**src/hdl/text_console_writer_assert.svh**
```systemverilog
// ----------------------------------------------------------------------------
// Text console writer assertion macros
// Shorthand for clocked checks that are disabled while reset is high.
// ----------------------------------------------------------------------------
`ifndef TEXT_CONSOLE_WRITER_ASSERT_SVH
`define TEXT_CONSOLE_WRITER_ASSERT_SVH

// The consequent must hold in the same cycle as the antecedent.
`define TCW_ASSERT_SAME(label, ante, cons) \
   label: assert property (@(posedge clock) disable iff (reset) (ante) |-> (cons)) \
      else $error("text_console_writer check failed");

// The consequent must hold in the cycle after the antecedent.
`define TCW_ASSERT_NEXT(label, ante, cons) \
   label: assert property (@(posedge clock) disable iff (reset) (ante) |=> (cons)) \
      else $error("text_console_writer check failed");

`endif

```
**src/hdl/tcw_pkg.sv**
```systemverilog
// ----------------------------------------------------------------------------
// Text console writer package
// Screen geometry, command codes and the types shared by the console modules.
// ----------------------------------------------------------------------------
package tcw_pkg;

   localparam int SCREEN_COLS = 80;
   localparam int SCREEN_ROWS = 25;
   localparam int CELL_COUNT  = SCREEN_COLS * SCREEN_ROWS;
   localparam int ADDR_W      = $clog2(CELL_COUNT);
   localparam int CNT_W       = $clog2(CELL_COUNT + 1);
   localparam int ROW_W       = 5;
   localparam int COL_W       = 7;
   localparam int CELL_W      = 16;

   localparam logic [1:0] CMD_PUT   = 2'd0;
   localparam logic [1:0] CMD_READ  = 2'd1;
   localparam logic [1:0] CMD_CLEAR = 2'd2;

   localparam logic [7:0] NEWLINE_CODE = 8'd10;
   localparam logic [7:0] SPACE_CODE   = 8'd32;
   localparam logic [7:0] RESET_COLOR  = 8'h0F;

   typedef enum logic [2:0] {
      OP_NOP,
      OP_READ,
      OP_CLEAR,
      OP_NEWLINE,
      OP_PUT
   } op_type;

   typedef struct packed {
      op_type           op;
      logic [7:0]       char_code;
      logic [ROW_W-1:0] read_row;
      logic [COL_W-1:0] read_col;
   } item_type;

   typedef struct packed {
      logic init_clear;
   } back_status_type;

endpackage

```
**src/hdl/tcw_front.sv**
```systemverilog
// ----------------------------------------------------------------------------
// Text console front end
// Accepts commands, classifies them and holds them in a two-entry queue.
// ----------------------------------------------------------------------------
module tcw_front (
   input  logic                          clock,
   input  logic                          reset,
   input  logic                          start,
   output logic                          busy,
   input  logic [1:0]                    req_command,
   input  logic [7:0]                    req_char_code,
   input  logic [tcw_pkg::ROW_W-1:0]     req_read_row,
   input  logic [tcw_pkg::COL_W-1:0]     req_read_col,
   input  tcw_pkg::back_status_type      back_status,
   output logic                          item_valid,
   output tcw_pkg::item_type             item,
   input  logic                          item_pop
);

   import tcw_pkg::*;

   localparam int QUEUE_DEPTH = 2;

   item_type   entry_ff [QUEUE_DEPTH];
   logic       wr_ptr_ff, wr_ptr_in;
   logic       rd_ptr_ff, rd_ptr_in;
   logic [1:0] count_ff, count_in;
   logic       full;
   logic       push;
   item_type   new_item;

   always_comb begin
      new_item.char_code = req_char_code;
      new_item.read_row  = req_read_row;
      new_item.read_col  = req_read_col;
      unique case (req_command)
         CMD_PUT: begin
            new_item.op = (req_char_code == NEWLINE_CODE) ? OP_NEWLINE : OP_PUT;
         end
         CMD_READ: begin
            if ((req_read_row < ROW_W'(SCREEN_ROWS)) && (req_read_col < COL_W'(SCREEN_COLS))) begin
               new_item.op = OP_READ;
            end else begin
               new_item.op = OP_NOP;
            end
         end
         CMD_CLEAR: begin
            new_item.op = OP_CLEAR;
         end
         default: begin
            new_item.op = OP_NOP;
         end
      endcase
   end

   assign full       = (count_ff == 2'(QUEUE_DEPTH));
   assign busy       = full || back_status.init_clear;
   assign push       = start && !busy;
   assign item_valid = (count_ff != 2'd0);
   assign item       = entry_ff[rd_ptr_ff];

   always_comb begin
      wr_ptr_in = push ? !wr_ptr_ff : wr_ptr_ff;
      rd_ptr_in = item_pop ? !rd_ptr_ff : rd_ptr_ff;
      count_in  = count_ff + 2'(push) - 2'(item_pop);
   end

   always_ff @(posedge clock) begin
      if (reset) begin
         wr_ptr_ff <= 1'b0;
         rd_ptr_ff <= 1'b0;
         count_ff  <= 2'd0;
      end else begin
         wr_ptr_ff <= wr_ptr_in;
         rd_ptr_ff <= rd_ptr_in;
         count_ff  <= count_in;
      end
   end

   always_ff @(posedge clock) begin
      if (push) begin
         entry_ff[wr_ptr_ff] <= new_item;
      end
   end

endmodule

```
**config.mk**
```make
export PLATFORM = sky130hd
export DESIGN_NAME = tcw_front
export DESIGN_NICKNAME = d
export VERILOG_FILES = /design/src/hdl/text_console_writer_assert.svh /design/src/hdl/tcw_pkg.sv /design/src/hdl/tcw_front.sv
export SDC_FILE = /design/constraint.sdc
export NUM_CORES = 1
export LEC_CHECK = 0
export BUFFER_PORTS_ARGS = -buffer_cell sky130_fd_sc_hd__clkbuf_2
export CORE_ASPECT_RATIO = 2
export CORE_MARGIN = 2
export CORE_UTILIZATION = 51
export CTS_CLUSTER_DIAMETER = 120
export DETAILED_ROUTE_END_ITERATION = 7
export GPL_TIMING_DRIVEN = 0
export PLACE_DENSITY = 0.85
export SLEW_MARGIN = 20
export SYNTH_ARGS = -nofsm -noshare
export SYNTH_HDL_FRONTEND = slang
export SYNTH_SLANG_ARGS = --single-unit
```
**constraint.sdc**
```tcl
create_clock -name clock -period 2.6 [get_ports clock]
set_input_delay 0.26 -clock clock [delete_from_list [all_inputs] [get_ports clock]]
set_output_delay 0.26 -clock clock [all_outputs]
set_load 0.03 [all_outputs]
```
## Word level (Yosys, flattened, before mapping)

Memories as Yosys holds them, arrays and structs flattened. A register that Yosys moved wholly into a read port is not among the register bits.
Index checks and enable logic that the tools add are counted.

- Multipliers: 0
- Div/mod/pow operators: 0
- Shifts and indexed selects: 0
- Magnitude comparators: 2
- Add/sub/neg operators: 2
- Bitwise operators: 0
- Eq/ne operators: 4
- Muxes and demuxes: 7
- Reduce and logical (&&, ||, !) cells: 8

Operators by type and width:

| operator | count |
|---|---|
| case mux 3 bit (3 select lines) | 1 |
| == test 8 x 4 -> 1 bit, second input constant | 1 |
| less-than comparator 7 bit, second input constant | 1 |
| less-than comparator 5 bit, second input constant | 1 |
| 2-to-1 mux 1 bit | 5 |
| == test 2 bit, second input constant | 2 |
| logical NOT 1 bit | 3 |
| 2-to-1 mux 3 bit | 1 |
| adder 2 x 1 -> 2 bit | 1 |
| == test 2 x 1 -> 1 bit, second input constant | 1 |
| logical AND 1 bit | 2 |
| logical NOT 2 bit | 1 |
| nonzero test 2 bit | 1 |
| subtractor 2 x 1 -> 2 bit | 1 |
| logical OR 1 bit | 1 |

- Memories kept: 1
- Bits in latches: 0
- Bits in registers: 4
- Bits in writable memories: 46
- Input bits: 27
- Output and inout bits: 25
- Memory bits (read-only): 0

Memory list:

| memory | words | bits a word | rd ports | clocked after Yosys merged registers in | write ports | line | RTL |
|---|---|---|---|---|---|---|---|
| entry_ff | 2 | 23 | 1 | 1 | 1 | tcw_front.sv:24 | `item_type entry_ff [QUEUE_DEPTH];` |

## Depth between registers and ports, before layout

Gate-level depths: netlist of the first run.

- Depth after elaboration: 6
- Depth in mapped cells: 8

## Worst setup path after synthesis of the first run

Ideal clock, no wire load.

- Path kind: reg-to-reg
- Start: reg count_ff[1]
- End: mem entry_ff[1][0] in the netlist's numbering (enable)
- Buffers on the path: 0
- Required time: 2197 ps
- Arrival time: 1815 ps
- Setup slack: 382 ps
- Stages on the path, launching flop included: 4
- Cells stage by stage: dfxtp_1 nor2b_4 or3b_4 nor2_1

- Longest elaborated chain between the ends: 6

Ends and longest elaborated chain:

| what | line | RTL |
|---|---|---|
| start, declared | tcw_front.sv:27 | `logic [1:0] count_ff, count_in;` |
| start signal, assigned | tcw_front.sv:76 | `count_ff <= count_in;` |
| == test 2 bit | tcw_front.sv:56 | `assign full = (count_ff == 2'(QUEUE_DEPTH));` |
| logical OR 1 bit | tcw_front.sv:57 | `assign busy = full \|\| back_status.init_clear;` |
| logical NOT 1 bit | tcw_front.sv:58 | `assign push = start && !busy;` |
| logical AND 1 bit | tcw_front.sv:58 |  |
| 2-to-1 mux 1 bit | tcw_front.sv:81 | `if (push) begin` |
| 2-to-1 mux 1 bit (not written as such) | tcw_front.sv:82 | `entry_ff[wr_ptr_ff] <= new_item;` |
| end, declared | tcw_front.sv:24 |  |

Every way passes these cells.

## Worst setup path after layout of the first run

- Start: reg count_ff[0]
- End: reg count_ff[1]

- Longest elaborated chain between the ends: 6

Ends and longest elaborated chain:

| what | line | RTL |
|---|---|---|
| == test 2 bit | tcw_front.sv:56 |  |
| logical OR 1 bit | tcw_front.sv:57 |  |
| logical NOT 1 bit | tcw_front.sv:58 |  |
| logical AND 1 bit | tcw_front.sv:58 |  |
| adder 2 x 1 -> 2 bit * | tcw_front.sv:65 | `count_in = count_ff + 2'(push) - 2'(item_pop);` |
| subtractor 2 x 1 -> 2 bit * | tcw_front.sv:65 |  |

Mark *: on every way between the ends. The rest lies on a longest branch, timed or not.
A chain may end at the register's enable or synchronous reset.

==> results.md, run 1 <==
* Crit path top cell by count: ha_1
* Filler cell count at ~290
* Max-slew violations at 0
* DR vias/cell at 5.04
* Period utilization at 75.9%
* Crit path kind: reg -> reg
* Top_reg_cell synth: edfxtp_1
* CP endpoint kind: flip-flop
* Critical Path Fanout Max at 4
* Number of gates resized after cts at 0
* RSZ-0062 raised after global routing: false
* Largest net degree at the start of global routing at 17
* Syn. warnings at 0
* Grt ovf at 0
* Clock buffer depth at 2
* Vias at 1094
* Main area contributors after synthesis: edfxtp_1 70%, mux2_2 13%, dfxtp_1 5.1%, nor2_1 1.5%, ha_1 1.3%
* CTS root buf: clkbuf_8
* Final Non-Filler Cells at 217
* Fin. Hold Viols at 0
* DP HPWL at about 2500 microns
* Per-cell routed wire length at around 15 microns
* Buf/Inv on CP at 1
* Seq/Total Area, Yosys at 75.6%
* Number of enable flip-flop cells after synthesis at 46
* Maximum capacitance violations at 0
* Worst-margin pin slew at 0.510 ns
* All-Layer GR Usage at 16.7%
* TritonRoute pass-1 iters at 4
* F_max at 0.507 GHz
* Area growth syn-to-layout at 22.0%
* Leak pwr at 0.918 nW
* Synth cell types at 23
* Share of cells above drive strength 1 at 54.2%
* Clock transition at path regs at 0.08 ns
* Worst vdd ir at around 530 uV
* Vias in the first global route at 1234
* Initial antenna violation count at 0
* DP Area at roughly 2300 sq um
* Post-DRT Antenna Nets at 0
* Initial Util at 53.8%
* Req. time, crit path at 2.82 ns
* Die Y at 91.7 microns
* N_diodes at 0
* Worst slew margin at 65.7%
* Syn Inst Count at 107
* Critical path's top delay family: simple AND/OR/NAND/NOR gates
* Yosys top cell by area: edfxtp_1
* Post-synthesis cell area at 1960 sq um
* TNS Setup at 0 ns
* DRC violations left at 0
* Setup ws final at about 0.63 ns
* Htree depth at 2
* Crit-path slowest cell: dfxtp_1
* Clk_skew at 0.00653 ns
* Min cycle time layout at 1.97 ns
* Post-CTS Setup Bufs at 0
* Synth Area per Inst at 18.3 sq um
* # nets final at about 200
* Die X at 47.8 microns
* Gp weighted congestion at 0.747
* CTS tree: built
* Data arrival, critical path at 2.19 ns
* Count of final setup violators at 0
* Cell total after placement at ~210
* CTS buffer count at 5
* Die ar. at 4390 sq um
* Critical Path Max Stage Delay at ~0.41 ns
* Design area at 2390 sq um
* WL final at between 3000 and 4000 microns
* First-pass GRT wire length at 5180 microns
* DP Worst Slack at 0.643 ns
* Outcome: finished clean
* Syn Nets at 136
* CP startpoint kind: flip-flop
* Count leader, synth: edfxtp_1
* Core area at ~3600 sq um
* Clock Sinks at 51
* IO Count at 52
* Post-synth top cells: 46 x edfxtp_1, 23 x mux2_2, 8 x nor2_1, 5 x dfxtp_1
* Worst-Skew Late Latency at between 0.2 and 0.3 ns
* Synth Register Bits at 51
* CTS Hold Bufs at 0
* Worst-path cell chain: nor2b_4, or3b_4, ha_1, inv_1, ha_1, xor2_1, and2_2, nor3_1
* Power density cells at 692 nW/um^2
* Row count at 31
* Initial drt markers at 34
* Top-area cell type share of the netlist area at 70.5%
* Synth async-reset ratio at 0%
* Hold WC Path Type: in -> reg
* Port-buffer cells at 51
-- placed cells by master (no fill, tap or decap), types with 2 or more instances in the layout --
master	instances
clkbuf_2	51
clkinv_1	2
buf_8	2
nor2b_1	2
inv_1	2
ha_1	2
edfxtp_1	46
mux2_2	23
nor2_1	6
buf_2	2
nor2_2	2
a21oi_1	2
or2_2	2
clkbuf_8	5
dfxtp_1	5
-- registers in the layout, indices dropped and copies added, names as in the netlist, named ones only --
register and flops:
count_ff 2, wr_ptr_ff 1, rd_ptr_ff 1, entry_ff 46
-- layout make-up --
type                            count  area [sq um]  share of cell area (%)
Sequential cell                    51          1480                    61.9
Multi-Input combinational cell     52           467                    19.5
Timing Repair Buffer               53           285                    11.9
Clock buffer                        6          72.6                    3.03
Tap cell                           49          61.3                    2.56
Buffer                              2          10.0                   0.418
Clock inverter                      2          7.51                   0.314
Inverter                            2          7.51                   0.314
-- layer usage --
metal / global-route usage, % / share of wire, % / up-vias
met3: 4.53 / 3.9 / 4
met1: 15.2 / 32 / 534
met5: 0 / 0 / -
met2: 31.7 / 62 / 31
met4: 5.41 / 1.4 / 0
li1: - / - / 525
-- cell families (layout without fill, tap and decap cells) --
family / count (synthesis) / after routing / share of synthesized area, %
XOR/XNOR: 2 / 2 / 0.894
flip-flops: 51 / 51 / 75.6
AO/OA/AOI/OAI: 4 / 4 / 1.21
multiplexers: 24 / 24 / 14.0
adder cells (fa/ha/maj): 2 / 2 / 1.28
buffers and inverters: 4 / 65 / 0.894
AND/OR/NAND/NOR: 20 / 20 / 6.19
-- power by group --
| part | switching (W) | internal, W |
|---|---|---|
| clock network | 0.000227 | 0.000184 |
| logic | 0.000176 | 0.000112 |
| registers | 0.0000179 | 0.000940 |
-- final timing paths --
check,endpoint,start,cells past startpoint,slack (ns)
worst max register to register,count_ff[1],count_ff[0],8,0.63
worst max-delay path,count_ff[1],count_ff[0],8,0.63
worst min-delay path,entry_ff[1][2],req_read_col[2],1,0.16
worst min register to register,flip-flop,rd_ptr_ff,2,0.52
-- stage by stage --
step	power (W)	util (%)	hold slack, ns
6_report	0.00166	65.6	0.159
4_1_cts	0.00168	65.6	0.149
5_1_grt	0.00173	65.6	0.149
3_3_place_gp	0.00125	62.5	0.449
3_5_place_dp	0.00127	63.4	0.460
2_1_floorplan	0.00117	-	0.332
Power figures use the tool's default switching activity.
==> run 2: changes to the inputs <==
Clock period 2.6 ns to 1.9 ns, I/O delays scaled along.
==> results.md, run 2 (synthesis gave the netlist of run 1 again) <==
* CP endpoint kind: flip-flop
* Largest net degree at the start of global routing at 17 (unchanged)
* CTS buffer count at 5 (unchanged)
* Crit-path slowest cell: or3b_4
* N_diodes at 0 (unchanged)
* Hold WC Path Type: in -> reg
* Area growth syn-to-layout at 25.8%
* Grt ovf at 0 (unchanged)
* Die X at 47.8 microns (unchanged)
* Req. time, crit path at 2.12 ns (-0.70 ns)
* Outcome: finished clean
* Count of final setup violators at 0 (unchanged)
* Max reg flops at 46 (unchanged)
* Crit path top cell by count: ha_4
* CTS root buf: clkbuf_8
* Clock transition at path regs at 0.08 ns (about the same)
* Max-slew violations at 0 (unchanged)
* Worst vdd ir at 720 uV (+37%)
* # nets final at 199 (+1.5%)
* Initial drt markers at 33 (-2.9%)
* Clock buffer depth at 2 (unchanged)
* Largest Register: entry_ff
* Worst-path cell chain: nor2b_4, or3b_4, ha_4, inv_2, ha_4, xor2_2, and2_2, nor3_2
* Commonest cells after routing, fill and taps aside: 51 x clkbuf_2, 46 x edfxtp_1, 23 x mux2_2
* Period utilization at 97.7% (+22 points)
* IO Count at 52 (unchanged)
* Biggest regs: entry_ff: 46 flops, count_ff: 2 flops
* Data arrival, critical path at 2.07 ns (-0.12 ns)
* Clock Sinks at 51 (unchanged)
* Gp weighted congestion at 0.747 (unchanged)
* Port-buffer cells at 51 (unchanged)
* Min cycle time layout at 1.86 ns (-0.117 ns)
* Final Non-Filler Cells at 220 (+1.4%)
* Fin. Hold Viols at 0 (unchanged)
* CP startpoint kind: flip-flop
* Clk_skew at 0.00812 ns (+0.00158 ns)
* Worst-Skew Late Latency at 0.29 ns (about the same)
* Vias in the first global route at 1242 (+0.65%)
* Initial antenna violation count at 0 (unchanged)
* DP HPWL at 2540 microns (unchanged)
* WL final at 3500 microns (+5.5%)
* TritonRoute pass-1 iters at 4 (unchanged)
* Die ar. at 4390 sq um (unchanged)
* Maximum capacitance violations at 0 (unchanged)
* Vias at 1108 (+1.3%)
* F_max at 0.539 GHz (+6.3%)
* TNS Setup at 0 ns (unchanged)
* Core area at 3650 sq um (unchanged)
* CTS tree: built
* Overall Power at 0.00231 W (+39%)
* All-Layer GR Usage at 17.3% (+0.51 points)
* Crit path kind: reg -> reg
* Initial Util at 53.8% (unchanged)
* DRC violations left at 0 (unchanged)
* Die Y at 91.7 microns (unchanged)
* CTS Hold Bufs at 0 (unchanged)
* Critical Path Fanout Max at 2 (-2)
* Commonest non-fill, non-tap cell in the layout: clkbuf_2
* DR vias/cell at 5.04 (-0.10%)
* Final Core Density at 67.7% (+2.1 points)
* Worst-margin pin slew at 0.511 ns (+0.00122 ns)
* Row count at 31 (unchanged)
* Htree depth at 2 (unchanged)
* Post-DRT Antenna Nets at 0 (unchanged)
* Per-cell routed wire length at 15.9 microns (+4.0%)
* Cell total after placement at 209 (unchanged)
* Critical Path Max Stage Delay at 0.39 ns (-0.02 ns)
* Power density cells at 935 nW/um^2 (+35%)
* First-pass GRT wire length at 5320 microns (+2.7%)
* Leak pwr at 0.934 nW (+1.8%)
* Share of cells above drive strength 1 at 59.1% (+4.9 points)
* Worst slew margin at 65.6% (-0.082 points)
## run 2: changes by cell type in the layout (fill, tap and decap cells not counted), moves of 2 or more
cell,change
ha_1,-2
nor2_2,-2
dfxtp_1,-2
nor2_4,+2
buf_4,+3
ha_4,+2
## run 2: layout make-up
| type | instances | area, sq um |
|---|---|---|
| buffer | 2 | 10.0 |
| clock buffer | 6 | 72.6 |
| clock inverter | 2 | 7.51 |
| fill | 271 | 1180 |
| inverter | 2 | 7.51 |
| multi-input combinational | 52 | 514 |
| sequential | 51 | 1490 |
| tap | 49 | 61.3 |
| timing repair buffer | 56 | 308 |
## run 2: worst paths after layout
kind / startpoint / endpoint / slack (ns) / cells after the start
setup / recovery: count_ff[1] / count_ff[1] / 0.04 / 8
hold / removal: req_read_col[2] / entry_ff[0][2] / 0.09 / 1
setup reg to reg: count_ff[1] / count_ff[1] / 0.04 / 8
hold reg to reg: rd_ptr_ff / flip-flop / 0.52 / 2
## run 2: stage by stage
step,worst slack (ns),hold WS (ns),instance area [sq um]
final,0.0437,0.0897,2470
after global routing,-0.00654,0.0780,2470
after detailed placement,-0.0566,0.390,2310
after CTS,-0.0175,0.0790,2420
after floorplan,-0.318,0.262,1960
after global placement,-0.699,0.379,2280
## run 2: metal layers
layer	part of all wire, %	track usage [%]
met5	0	0
met1	32	15.8
met3	3.9	4.72
met2	63	32.6
met4	1.2	5.41
## run 2: critical path, delay by kind of cell, from the launching register on
family                   cells  cell delay [ns]
buffers and inverters        1             0.04
adder cells (fa/ha/maj)      2             0.44
AND/OR/NAND/NOR              4             0.82
flip-flops                   1             0.33
XOR/XNOR                     1             0.14
## run 2: report_power, final
| part | internal (W) | switching [W] |
|---|---|---|
| registers | 0.00129 | 0.0000271 |
| clock network | 0.000251 | 0.000311 |
| logic | 0.000174 | 0.000254 |
## run 2: repair_timing
item	4_1_cts	5_1_grt
pin swaps	1	1
endpoints found under the setup margin	1	33
resized for setup	5	6
buffers inserted	2	1
